[config.mk]
export PLATFORM = sky130hd
export DESIGN_NAME = tick_timeslice_scheduler
export DESIGN_NICKNAME = d
export VERILOG_FILES = /design/src/rtl/tts_pkg.sv /design/src/rtl/tts_timebase.sv /design/src/rtl/tts_countdowns.sv /design/src/rtl/tick_timeslice_scheduler.sv
export VERILOG_INCLUDE_DIRS = /design/src /design/src/rtl
export SDC_FILE = /design/constraint.sdc
export NUM_CORES = 1
export LEC_CHECK = 0
export ABC_AREA = 1
export BUFFER_PORTS_ARGS = -buffer_cell sky130_fd_sc_hd__buf_2
export CORE_MARGIN = 5
export CORE_UTILIZATION = 30
export CTS_BUF_LIST = sky130_fd_sc_hd__clkbuf_2
export DETAILED_ROUTE_END_ITERATION = 10
export SLEW_MARGIN = 0
export SYNTH_ARGS = -nofsm -noshare
export SYNTH_HDL_FRONTEND = slang
export SYNTH_SLANG_ARGS = --single-unit
[constraint.sdc]
create_clock -name clk -period 3.4 [get_ports clk]
set_clock_uncertainty 0.1 [all_clocks]
set_input_delay 0.17 -clock clk [delete_from_list [all_inputs] [get_ports clk]]
set_output_delay 0.17 -clock clk [all_outputs]
set_load 0.01 [all_outputs]
[src/rtl/assert_macros.svh]
// Assertion helpers shared by the RTL.
`ifndef ASSERT_MACROS_SVH
`define ASSERT_MACROS_SVH

`ifndef ASSERT_OFF

`define ASSERT_IMPLIES(name, clk, rst, ante, cons) \
  name: assert property (@(posedge clk) disable iff (rst) (ante) |-> (cons)) \
    else $error("same-cycle check failed");

`define ASSERT_NEXT(name, clk, rst, ante, cons) \
  name: assert property (@(posedge clk) disable iff (rst) (ante) |=> (cons)) \
    else $error("next-cycle check failed");

`else

`define ASSERT_IMPLIES(name, clk, rst, ante, cons)
`define ASSERT_NEXT(name, clk, rst, ante, cons)

`endif

`endif

[src/rtl/tts_pkg.sv]
`timescale 1ns / 1ps

package tts_pkg;

  localparam int CD_WIDTH_DEFAULT = 16;
  localparam int NUM_COUNTDOWNS   = 11;
  localparam int SEL_WIDTH        = 4;
  localparam int EXP_WIDTH        = 6;

  typedef enum logic [1:0] {
    ACT_TICK = 2'd0,
    ACT_LOAD = 2'd1,
    ACT_READ = 2'd2
  } tts_action_t;

  localparam logic [3:0] CD_VFO_SAVE   = 4'd0;
  localparam logic [3:0] CD_TX_TIMEOUT = 4'd1;
  localparam logic [3:0] CD_RX_TIMER   = 4'd2;
  localparam logic [3:0] CD_SERIAL_CFG = 4'd3;
  localparam logic [3:0] CD_CDCSS      = 4'd4;
  localparam logic [3:0] CD_CTCSS      = 4'd5;
  localparam logic [3:0] CD_BATT_SAVE  = 4'd6;
  localparam logic [3:0] CD_POWER_SAVE = 4'd7;
  localparam logic [3:0] CD_TAIL_NOTE  = 4'd8;
  localparam logic [3:0] CD_FM_PLAY    = 4'd9;
  localparam logic [3:0] CD_BOOT       = 4'd10;

  localparam logic [2:0] MODE_FOREGROUND = 3'd0;
  localparam logic [2:0] MODE_POWER_SAVE = 3'd1;
  localparam logic [2:0] MODE_MONITOR    = 3'd2;
  localparam logic [2:0] MODE_TRANSMIT   = 3'd3;
  localparam logic [2:0] MODE_RECEIVE    = 3'd4;

  localparam logic [3:0] DIV_150_RELOAD  = 4'd15;
  localparam logic [4:0] DIV_200_RELOAD  = 5'd20;
  localparam logic [5:0] DIV_470_RELOAD  = 6'd47;
  localparam logic [5:0] DIV_500_RELOAD  = 6'd50;
  localparam logic [6:0] DIV_1000_RELOAD = 7'd100;
  localparam logic [8:0] BEACON_RELOAD   = 9'd500;
  localparam logic [8:0] BEACON_OFF_AT   = 9'd470;

  typedef struct packed {
    logic auto_ptt_pulse;
    logic beacon_off;
    logic beacon_on;
    logic slice_1000ms;
    logic slice_500ms;
    logic slice_470ms;
    logic slice_200ms;
    logic slice_150ms;
    logic slice_40ms;
  } tts_slices_t;

  typedef struct packed {
    logic        pad;
    logic [15:0] counter_value;
    logic [5:0]  expired_mask;
    tts_slices_t slices;
    logic [31:0] tick_count;
  } tts_result_t;

endpackage

[src/rtl/tts_timebase.sv]
`timescale 1ns / 1ps

`include "assert_macros.svh"

module tts_timebase
  import tts_pkg::*;
(
  input  logic        clk,
  input  logic        rst,
  input  logic        cfg_wen,
  input  logic [9:0]  cfg_wdata,
  input  logic        tick_en,
  output logic [31:0] tick_count,
  output tts_slices_t slices
);

  logic [31:0] count, count_next;
  logic [3:0]  d150, d150_next;
  logic [4:0]  d200, d200_next;
  logic [5:0]  d470, d470_next;
  logic [5:0]  d500, d500_next;
  logic [6:0]  d1000, d1000_next;
  logic [8:0]  beacon, beacon_next;
  logic [8:0]  beacon_dec;
  logic [15:0] ptt, ptt_next;
  logic [15:0] ptt_inc;
  logic [15:0] secs_ext;
  logic [15:0] ptt_period;
  logic [9:0]  auto_ptt_seconds;

  // period in ticks = seconds * 100, kept to 16 bits
  assign secs_ext   = {6'd0, auto_ptt_seconds};
  assign ptt_period = (secs_ext << 6) + (secs_ext << 5) + (secs_ext << 2);
  assign ptt_inc    = ptt + 16'd1;
  assign beacon_dec = beacon - 9'd1;

  always_comb begin
    count_next  = count;
    d150_next   = d150;
    d200_next   = d200;
    d470_next   = d470;
    d500_next   = d500;
    d1000_next  = d1000;
    beacon_next = beacon;
    ptt_next    = ptt;
    slices      = '0;
    if (tick_en) begin
      count_next = count + 32'd1;
      slices.slice_40ms = (count_next[1:0] == 2'b00);

      if (d150 == 4'd1) begin
        d150_next = DIV_150_RELOAD;
        slices.slice_150ms = 1'b1;
      end else begin
        d150_next = d150 - 4'd1;
      end

      if (d200 == 5'd1) begin
        d200_next = DIV_200_RELOAD;
        slices.slice_200ms = 1'b1;
      end else begin
        d200_next = d200 - 5'd1;
      end

      if (d470 == 6'd1) begin
        d470_next = DIV_470_RELOAD;
        slices.slice_470ms = 1'b1;
      end else begin
        d470_next = d470 - 6'd1;
      end

      if (d500 == 6'd1) begin
        d500_next = DIV_500_RELOAD;
        slices.slice_500ms = 1'b1;
      end else begin
        d500_next = d500 - 6'd1;
      end

      if (d1000 == 7'd1) begin
        d1000_next = DIV_1000_RELOAD;
        slices.slice_1000ms = 1'b1;
      end else begin
        d1000_next = d1000 - 7'd1;
      end

      if (beacon_dec == 9'd0) begin
        beacon_next = BEACON_RELOAD;
        slices.beacon_on = 1'b1;
      end else begin
        beacon_next = beacon_dec;
        slices.beacon_off = (beacon_dec == BEACON_OFF_AT);
      end

      if (auto_ptt_seconds != 10'd0) begin
        if (ptt_inc >= ptt_period) begin
          ptt_next = 16'd0;
          slices.auto_ptt_pulse = 1'b1;
        end else begin
          ptt_next = ptt_inc;
        end
      end
    end
  end

  assign tick_count = count_next;

  always_ff @(posedge clk) begin
    if (rst) begin
      count            <= 32'd0;
      d150             <= DIV_150_RELOAD;
      d200             <= DIV_200_RELOAD;
      d470             <= DIV_470_RELOAD;
      d500             <= DIV_500_RELOAD;
      d1000            <= DIV_1000_RELOAD;
      beacon           <= BEACON_RELOAD;
      ptt              <= 16'd0;
      auto_ptt_seconds <= 10'd0;
    end else begin
      count  <= count_next;
      d150   <= d150_next;
      d200   <= d200_next;
      d470   <= d470_next;
      d500   <= d500_next;
      d1000  <= d1000_next;
      beacon <= beacon_next;
      ptt    <= ptt_next;
      if (cfg_wen) begin
        auto_ptt_seconds <= cfg_wdata;
      end
    end
  end

  `ASSERT_NEXT(a_tick_advances, clk, rst, tick_en, count == $past(count) + 32'd1)
  `ASSERT_IMPLIES(a_no_pulse_idle, clk, rst, !tick_en, slices == '0)

endmodule

[src/rtl/tts_countdowns.sv]
`timescale 1ns / 1ps

`include "assert_macros.svh"

module tts_countdowns
  import tts_pkg::*;
#(
  parameter int COUNTDOWN_WIDTH = CD_WIDTH_DEFAULT
) (
  input  logic                 clk,
  input  logic                 rst,
  input  logic                 tick_en,
  input  logic                 load_en,
  input  logic [SEL_WIDTH-1:0] sel,
  input  logic [15:0]          load_value,
  input  logic [2:0]           radio_mode,
  input  logic                 fm_scan_active,
  input  logic                 slice_500,
  output logic [EXP_WIDTH-1:0] expired_mask,
  output logic [15:0]          read_data
);

  localparam logic [COUNTDOWN_WIDTH-1:0] CD_ONE = COUNTDOWN_WIDTH'(1);

  logic [COUNTDOWN_WIDTH-1:0] cd      [NUM_COUNTDOWNS];
  logic [COUNTDOWN_WIDTH-1:0] cd_next [NUM_COUNTDOWNS];
  logic [NUM_COUNTDOWNS-1:0]  step_en;
  logic [NUM_COUNTDOWNS-1:0]  hit_zero;
  logic [COUNTDOWN_WIDTH-1:0] load_w;
  logic [COUNTDOWN_WIDTH-1:0] sel_value;
  logic                       sel_ok;

  generate
    if (COUNTDOWN_WIDTH > 16) begin : g_wide
      assign load_w    = {{(COUNTDOWN_WIDTH-16){1'b0}}, load_value};
      assign read_data = sel_value[15:0];
    end else if (COUNTDOWN_WIDTH == 16) begin : g_even
      assign load_w    = load_value;
      assign read_data = sel_value;
    end else begin : g_narrow
      assign load_w    = load_value[COUNTDOWN_WIDTH-1:0];
      assign read_data = {{(16-COUNTDOWN_WIDTH){1'b0}}, sel_value};
    end
  endgenerate

  always_comb begin
    step_en                = {NUM_COUNTDOWNS{1'b1}};
    step_en[CD_TX_TIMEOUT] = slice_500;
    step_en[CD_RX_TIMER]   = slice_500;
    step_en[CD_SERIAL_CFG] = slice_500;
    step_en[CD_BATT_SAVE]  = (radio_mode == MODE_FOREGROUND);
    step_en[CD_POWER_SAVE] = (radio_mode == MODE_POWER_SAVE);
    step_en[CD_FM_PLAY]    = fm_scan_active &&
                             !(radio_mode inside {MODE_MONITOR, MODE_TRANSMIT, MODE_RECEIVE});
  end

  always_comb begin
    for (int i = 0; i < NUM_COUNTDOWNS; i++) begin
      cd_next[i]  = cd[i];
      hit_zero[i] = 1'b0;
      if (tick_en && step_en[i] && (cd[i] != '0)) begin
        cd_next[i]  = cd[i] - CD_ONE;
        hit_zero[i] = (cd[i] == CD_ONE);
      end
    end
    if (load_en && (sel < SEL_WIDTH'(NUM_COUNTDOWNS))) begin
      cd_next[sel] = load_w;
    end
  end

  assign expired_mask = {hit_zero[CD_FM_PLAY], hit_zero[CD_TAIL_NOTE],
                         hit_zero[CD_POWER_SAVE], hit_zero[CD_BATT_SAVE],
                         hit_zero[CD_TX_TIMEOUT], hit_zero[CD_VFO_SAVE]};

  assign sel_ok    = (sel < SEL_WIDTH'(NUM_COUNTDOWNS));
  assign sel_value = sel_ok ? cd[sel] : '0;

  always_ff @(posedge clk) begin
    if (rst) begin
      for (int i = 0; i < NUM_COUNTDOWNS; i++) begin
        cd[i] <= '0;
      end
    end else begin
      for (int i = 0; i < NUM_COUNTDOWNS; i++) begin
        cd[i] <= cd_next[i];
      end
    end
  end

  `ASSERT_IMPLIES(a_expiry_only_on_tick, clk, rst, !tick_en, expired_mask == '0)
  `ASSERT_NEXT(a_vfo_save_expires, clk, rst, tick_en && (cd[CD_VFO_SAVE] == CD_ONE), cd[CD_VFO_SAVE] == '0)

endmodule

[src/rtl/tick_timeslice_scheduler.sv]
`timescale 1ns / 1ps

// channel   dir  signals                      transaction
// s         in   s_tvalid/s_tready/s_tdata/    one tick, load or read item
//                s_tuser
// m         out  m_tvalid/m_tready/m_tdata     one result per item
// cfg       in   cfg_wen/cfg_wdata             auto PTT period, seconds
//
// Each item passes through the input register and then the result register;
// one item per cycle sustained while m is not stalled.
// All counters, dividers and the eleven countdowns update in the cycle the
// input register hands its item to the result register.
// rst is synchronous; no clearing pass, the block takes items right after.
// A stall on m holds the result register, then the input register, then s_tready.

`include "assert_macros.svh"

module tick_timeslice_scheduler
  import tts_pkg::*;
#(
  parameter int COUNTDOWN_WIDTH = CD_WIDTH_DEFAULT
) (
  input  logic        clk,
  input  logic        rst,
  input  logic        s_tvalid,
  output logic        s_tready,
  input  logic [23:0] s_tdata,   // load_value[15:0], radio_mode[18:16], fm_scan_active[19]
  input  logic [5:0]  s_tuser,   // action[1:0], timer_select[5:2]
  output logic        m_tvalid,
  input  logic        m_tready,
  output logic [63:0] m_tdata,   // tick_count[31:0], slice_40ms[32], slice_150ms[33],
                                 // slice_200ms[34], slice_470ms[35], slice_500ms[36],
                                 // slice_1000ms[37], beacon_on[38], beacon_off[39],
                                 // auto_ptt_pulse[40], expired_mask[46:41],
                                 // counter_value[62:47]
  input  logic        cfg_wen,
  input  logic [9:0]  cfg_wdata
);

  logic                 in_valid;
  tts_action_t          in_action;
  logic [SEL_WIDTH-1:0] in_sel;
  logic [15:0]          in_load;
  logic [2:0]           in_mode;
  logic                 in_fm;

  logic                 advance;
  logic                 s_accept;
  logic                 tick_en;
  logic                 load_en;
  logic [31:0]          tick_count;
  tts_slices_t          slices;
  logic [EXP_WIDTH-1:0] expired_mask;
  logic [15:0]          read_data;
  tts_result_t          result;
  tts_result_t          out_data;

  assign advance  = in_valid && (!m_tvalid || m_tready);
  assign s_tready = !in_valid || advance;
  assign s_accept = s_tvalid && s_tready;

  always_comb begin
    tick_en = 1'b0;
    load_en = 1'b0;
    case (in_action)
      ACT_TICK: tick_en = advance;
      ACT_LOAD: load_en = advance;
      ACT_READ: ;
      default: ;
    endcase
  end

  tts_timebase u_timebase (
    .clk        (clk),
    .rst        (rst),
    .cfg_wen    (cfg_wen),
    .cfg_wdata  (cfg_wdata),
    .tick_en    (tick_en),
    .tick_count (tick_count),
    .slices     (slices)
  );

  tts_countdowns #(
    .COUNTDOWN_WIDTH (COUNTDOWN_WIDTH)
  ) u_countdowns (
    .clk            (clk),
    .rst            (rst),
    .tick_en        (tick_en),
    .load_en        (load_en),
    .sel            (in_sel),
    .load_value     (in_load),
    .radio_mode     (in_mode),
    .fm_scan_active (in_fm),
    .slice_500      (slices.slice_500ms),
    .expired_mask   (expired_mask),
    .read_data      (read_data)
  );

  always_comb begin
    result               = '0;
    result.tick_count    = tick_count;
    result.slices        = slices;
    result.expired_mask  = expired_mask;
    result.counter_value = (in_action == ACT_READ) ? read_data : 16'd0;
  end

  always_ff @(posedge clk) begin
    if (rst) begin
      in_valid <= 1'b0;
      m_tvalid <= 1'b0;
    end else begin
      if (s_accept) begin
        in_valid <= 1'b1;
      end else if (advance) begin
        in_valid <= 1'b0;
      end
      if (advance) begin
        m_tvalid <= 1'b1;
      end else if (m_tready) begin
        m_tvalid <= 1'b0;
      end
    end
  end

  always_ff @(posedge clk) begin
    if (s_accept) begin
      in_action <= tts_action_t'(s_tuser[1:0]);
      in_sel    <= s_tuser[5:2];
      in_load   <= s_tdata[15:0];
      in_mode   <= s_tdata[18:16];
      in_fm     <= s_tdata[19];
    end
    if (advance) begin
      out_data <= result;
    end
  end

  assign m_tdata = out_data;

  `ASSERT_IMPLIES(a_no_overrun, clk, rst, in_valid && m_tvalid && !m_tready, !s_tready)
  `ASSERT_IMPLIES(a_single_action, clk, rst, 1'b1, !(tick_en && load_en))

endmodule

==> qor.yml <==
die:
  start_util_pct: 30.3
  io_pins: 111
  core.rowCount: 101
  chipHeight_um: 287
  coreArea_um2: 75900
  die_x_um: 287
  dieArea_um2: 82300
power_and_ir_drop:
  ir_drop_mv: 0.148
  power.density_nw_per_um2: 357
  comb_power_share_pct: 16.1
  leakage_nw: 13.6
  p_clk_share_pct: 34.8
  power_frac_seq_pct: 49.1
  intPower_mw: 6.43
  netSwitchingFraction_pct: 32.6
  p_sw_mw: 3.11
timing:
  relSlewSlack_pct: 20.4
  grt_setup_unrepaired: "yes"
  whs_ns: 0.213
  finalCritPeriodShare_pct: 97.4
  hold_viol_final: 0
  slew_viol_final: 0
  setup_viol: 0
  timing.fmax_mhz: 302
  fin_crit_ns: 3.31
  tightest_slew_ns: 1.19
global_routing:
  grtUsageTotal_pct: 17.5
  grt-ovfl-total: 0
  grt_pass1_vias: 20600
  grt_pass1_wl_mm: 115
  grt_max_degree: 87
  antenna_found_initial: 3
logic_synthesis:
  netlist_area_um2: 23000
  ys_ff_latch: 362
  synth_edf_count: 89
  syn_nets: 3552
  yosys_warnings: 0
  ys_top_cells_by_count: "nand2_1 (862), inv_1 (536), nor2_1 (378)"
  yosys.cell_types.count: 51
  yosysMostFrequentCell: "nand2_1"
  yosys.area.top_type: "dfxtp_1"
  async_flop_share_pct: 0
  syn_inst: 3429
  yosysSeqAreaShare_pct: 35.4
  synth_top_area_share_pct: 23.8
  ys.flop_type: "dfxtp_1"
  synth_area_leaders: "dfxtp_1 (24%), nand2_1 (14%), edfxtp_1 (12%), inv_1 (8.7%), nor2_1 (6.2%)"
  syn_area_per_cell_um2: 6.71
worst_setup_path:
  crit_type: "reg2reg"
  crit_arrival_ns: 4.23
  required_ns: 4.31
  cp-start-kind: "flip-flop"
  cp-end-kind: "flip-flop"
  crit_fanout: 7
layout:
  fin_util_pct: 35.2
  n_fill_cell: 8281
  area_growth_pct: 16.2
  fin_nets: 3777
  final_cell_count_no_fill: 4777
  drive_gt1_share_pct: 11.1
hold_path:
  hold_path_class: "in2reg"
routing:
  drc: 0
  drtIter0Drc: 1736
  drt-vias-per-instance: 4.68
  dr.pass1.iters: 8
  wl_mm: 74.0
  wl_per_cell_um: 15.5
  antenna_left: 0
  vias: 22300
status:
  status: "finished, final reports clean"
cts:
  clock-sinks: 362
  clock-root-buffer: "clkbuf_2"
  tritoncts: "done"
  cts_inserted_buffers: 103
  clock_latency_ns: 1.14
  clockBufferDepth: 3
  htree_levels: 3
  path_clk_slew_ns: 0.10
job:
  cap_viol_max_count: 0
placement:
  io_buffers: 105
  dp.cells: 4475
  gp_congestion: 0.943
  dp_hpwl_mm: 52.1
-- cell type report --
class                           count  area [µm²]  area share (%)
Clock inverter                     43         204           0.763
Multi-Input combinational cell   2381       12300            45.9
Inverter                          553        2080            7.79
Antenna cell                        3        7.51          0.0281
Tap cell                         1030        1290            4.82
Timing Repair Buffer              253        1960            7.33
Clock buffer                      152         761            2.85
Sequential cell                   362        8150            30.5
-- flip-flops by register name, indices dropped and copies added, names as in the netlist --
signal	cells
in_fm	1
u_timebase.d500	6
u_timebase.count	32
m_tdata	63
m_tvalid	1
u_timebase.d200	5
u_timebase.beacon	9
u_timebase.d1000	7
u_timebase.d470	6
u_timebase.auto_ptt_seconds	10
in_action	2
in_sel	4
in_valid	1
in_mode	3
u_countdowns.cd	176
u_timebase.d150	4
in_load	16
u_timebase.ptt	16
-- power by group through the flow --
stage                     logic, mW  registers [mW]  clock network (mW)
final                          1.53            4.69                3.32
after global routing           1.73            4.70                3.73
after CTS                      1.49            4.69                3.49
after detailed placement       1.38            4.79                   0
after global placement         1.38            4.79                   0
after floorplan                1.04            4.70                   0
-- logic make-up (layout without fill, tap and decap cells) --
group	after synthesis	after routing	synth area share (%)
other	1	4	0.0163
xor gates and xnor gates	136	136	5.18
DFF	362	362	35.4
and+or+nand+nor	1698	1698	31.4
AOI/OAI and AO/OA	468	468	11.7
buffers and inverters	686	1001	11.8
adders and majority gates	78	78	4.47
-- critical path, stage by stage (launching register included) --
cell and delay (ns):
dfxtp_2 0.34, buf_4 0.15, fa_1 0.60, ha_4 0.24
nand2_2 0.08, inv_1 0.04, nand2_1 0.06, nand2_2 0.06
a21oi_2 0.12, o21ai_0 0.11, xnor2_1 0.20, ha_1 0.27
a21oi_1 0.15, o21ai_0 0.10, nor2_1 0.11, nand2_1 0.07
nand2_2 0.09, nand2_4 0.07, clkbuf_16 0.17, a21oi_1 0.11
-- worst paths after layout --
kind	slack [ns]	cells after the start	end	from
min reg2reg	0.39	2	u_timebase.d1000[5]	u_timebase.d1000[5]
min	0.21	3	in_load[4]	s_tdata[4]
max	0.09	19	u_timebase.ptt[5]	u_timebase.auto_ptt_seconds[4]
max reg2reg	0.09	19	u_timebase.ptt[5]	u_timebase.auto_ptt_seconds[4]
-- stage by stage --
stage / TNS, ns / setup slack, ns / power (mW) / area (µm²)
4_1_cts: 0 / 0.00674 / 9.67 / 26500
5_1_grt: -0.828 / -0.0623 / 10.2 / 26700
3_5_place_dp: -1.00 / -0.0749 / 6.17 / 24600
6_report: 0 / 0.0875 / 9.54 / 26700
3_3_place_gp: -0.614 / -0.0474 / 6.16 / 24600
2_1_floorplan: 0 / 0.0369 / 5.75 / 23000
-- routing by layer --
| metal | part of all wire (%) | GRT usage [%] |
|---|---|---|
| met1 | 47 | 24.1 |
| met2 | 45 | 28.1 |
| met3 | 5.7 | 2.84 |
| met4 | 2.9 | 5.57 |
| met5 | 0.0095 | 0 |
-- timing repair --
| action | in CTS | in global routing |
|---|---|---|
| pin swaps | 0 | 10 |
| hold buffers | 102 | 0 |
| resized for setup | 2 | 39 |
| setup buffers | 0 | 1 |
| endpoints found under the hold margin | 348 | 0 |
| cloned | 0 | 1 |
| endpoints found under the setup margin | 17 | 17 |
-- layout by cell type (no fill, tap or decap), types with 7 or more instances in the layout --
cell,synthesis,final
nand2_2,9,12
or2_2,15,15
buf_2,39,105
nand3b_1,16,16
o22ai_1,34,34
clkinv_1,2,33
buf_4,15,41
inv_2,15,19
a31oi_1,13,13
a21oi_2,1,10
nor2_1,378,373
xnor2_1,31,31
o211ai_1,52,52
dfxtp_1,273,266
nand4_1,35,35
o21bai_1,21,21
edfxtp_1,89,89
a22oi_1,19,19
or2_0,35,35
nor3_1,40,40
nand2_1,862,858
o221ai_1,13,13
dlygate4sd3_1,0,102
clkbuf_2,0,152
xor2_1,105,104
clkinv_2,0,7
o21ai_0,225,222
nor2_2,15,19
inv_1,536,533
ha_1,71,67
nand3_1,266,266
a21oi_1,80,71
Power figures use the tool's default switching activity.
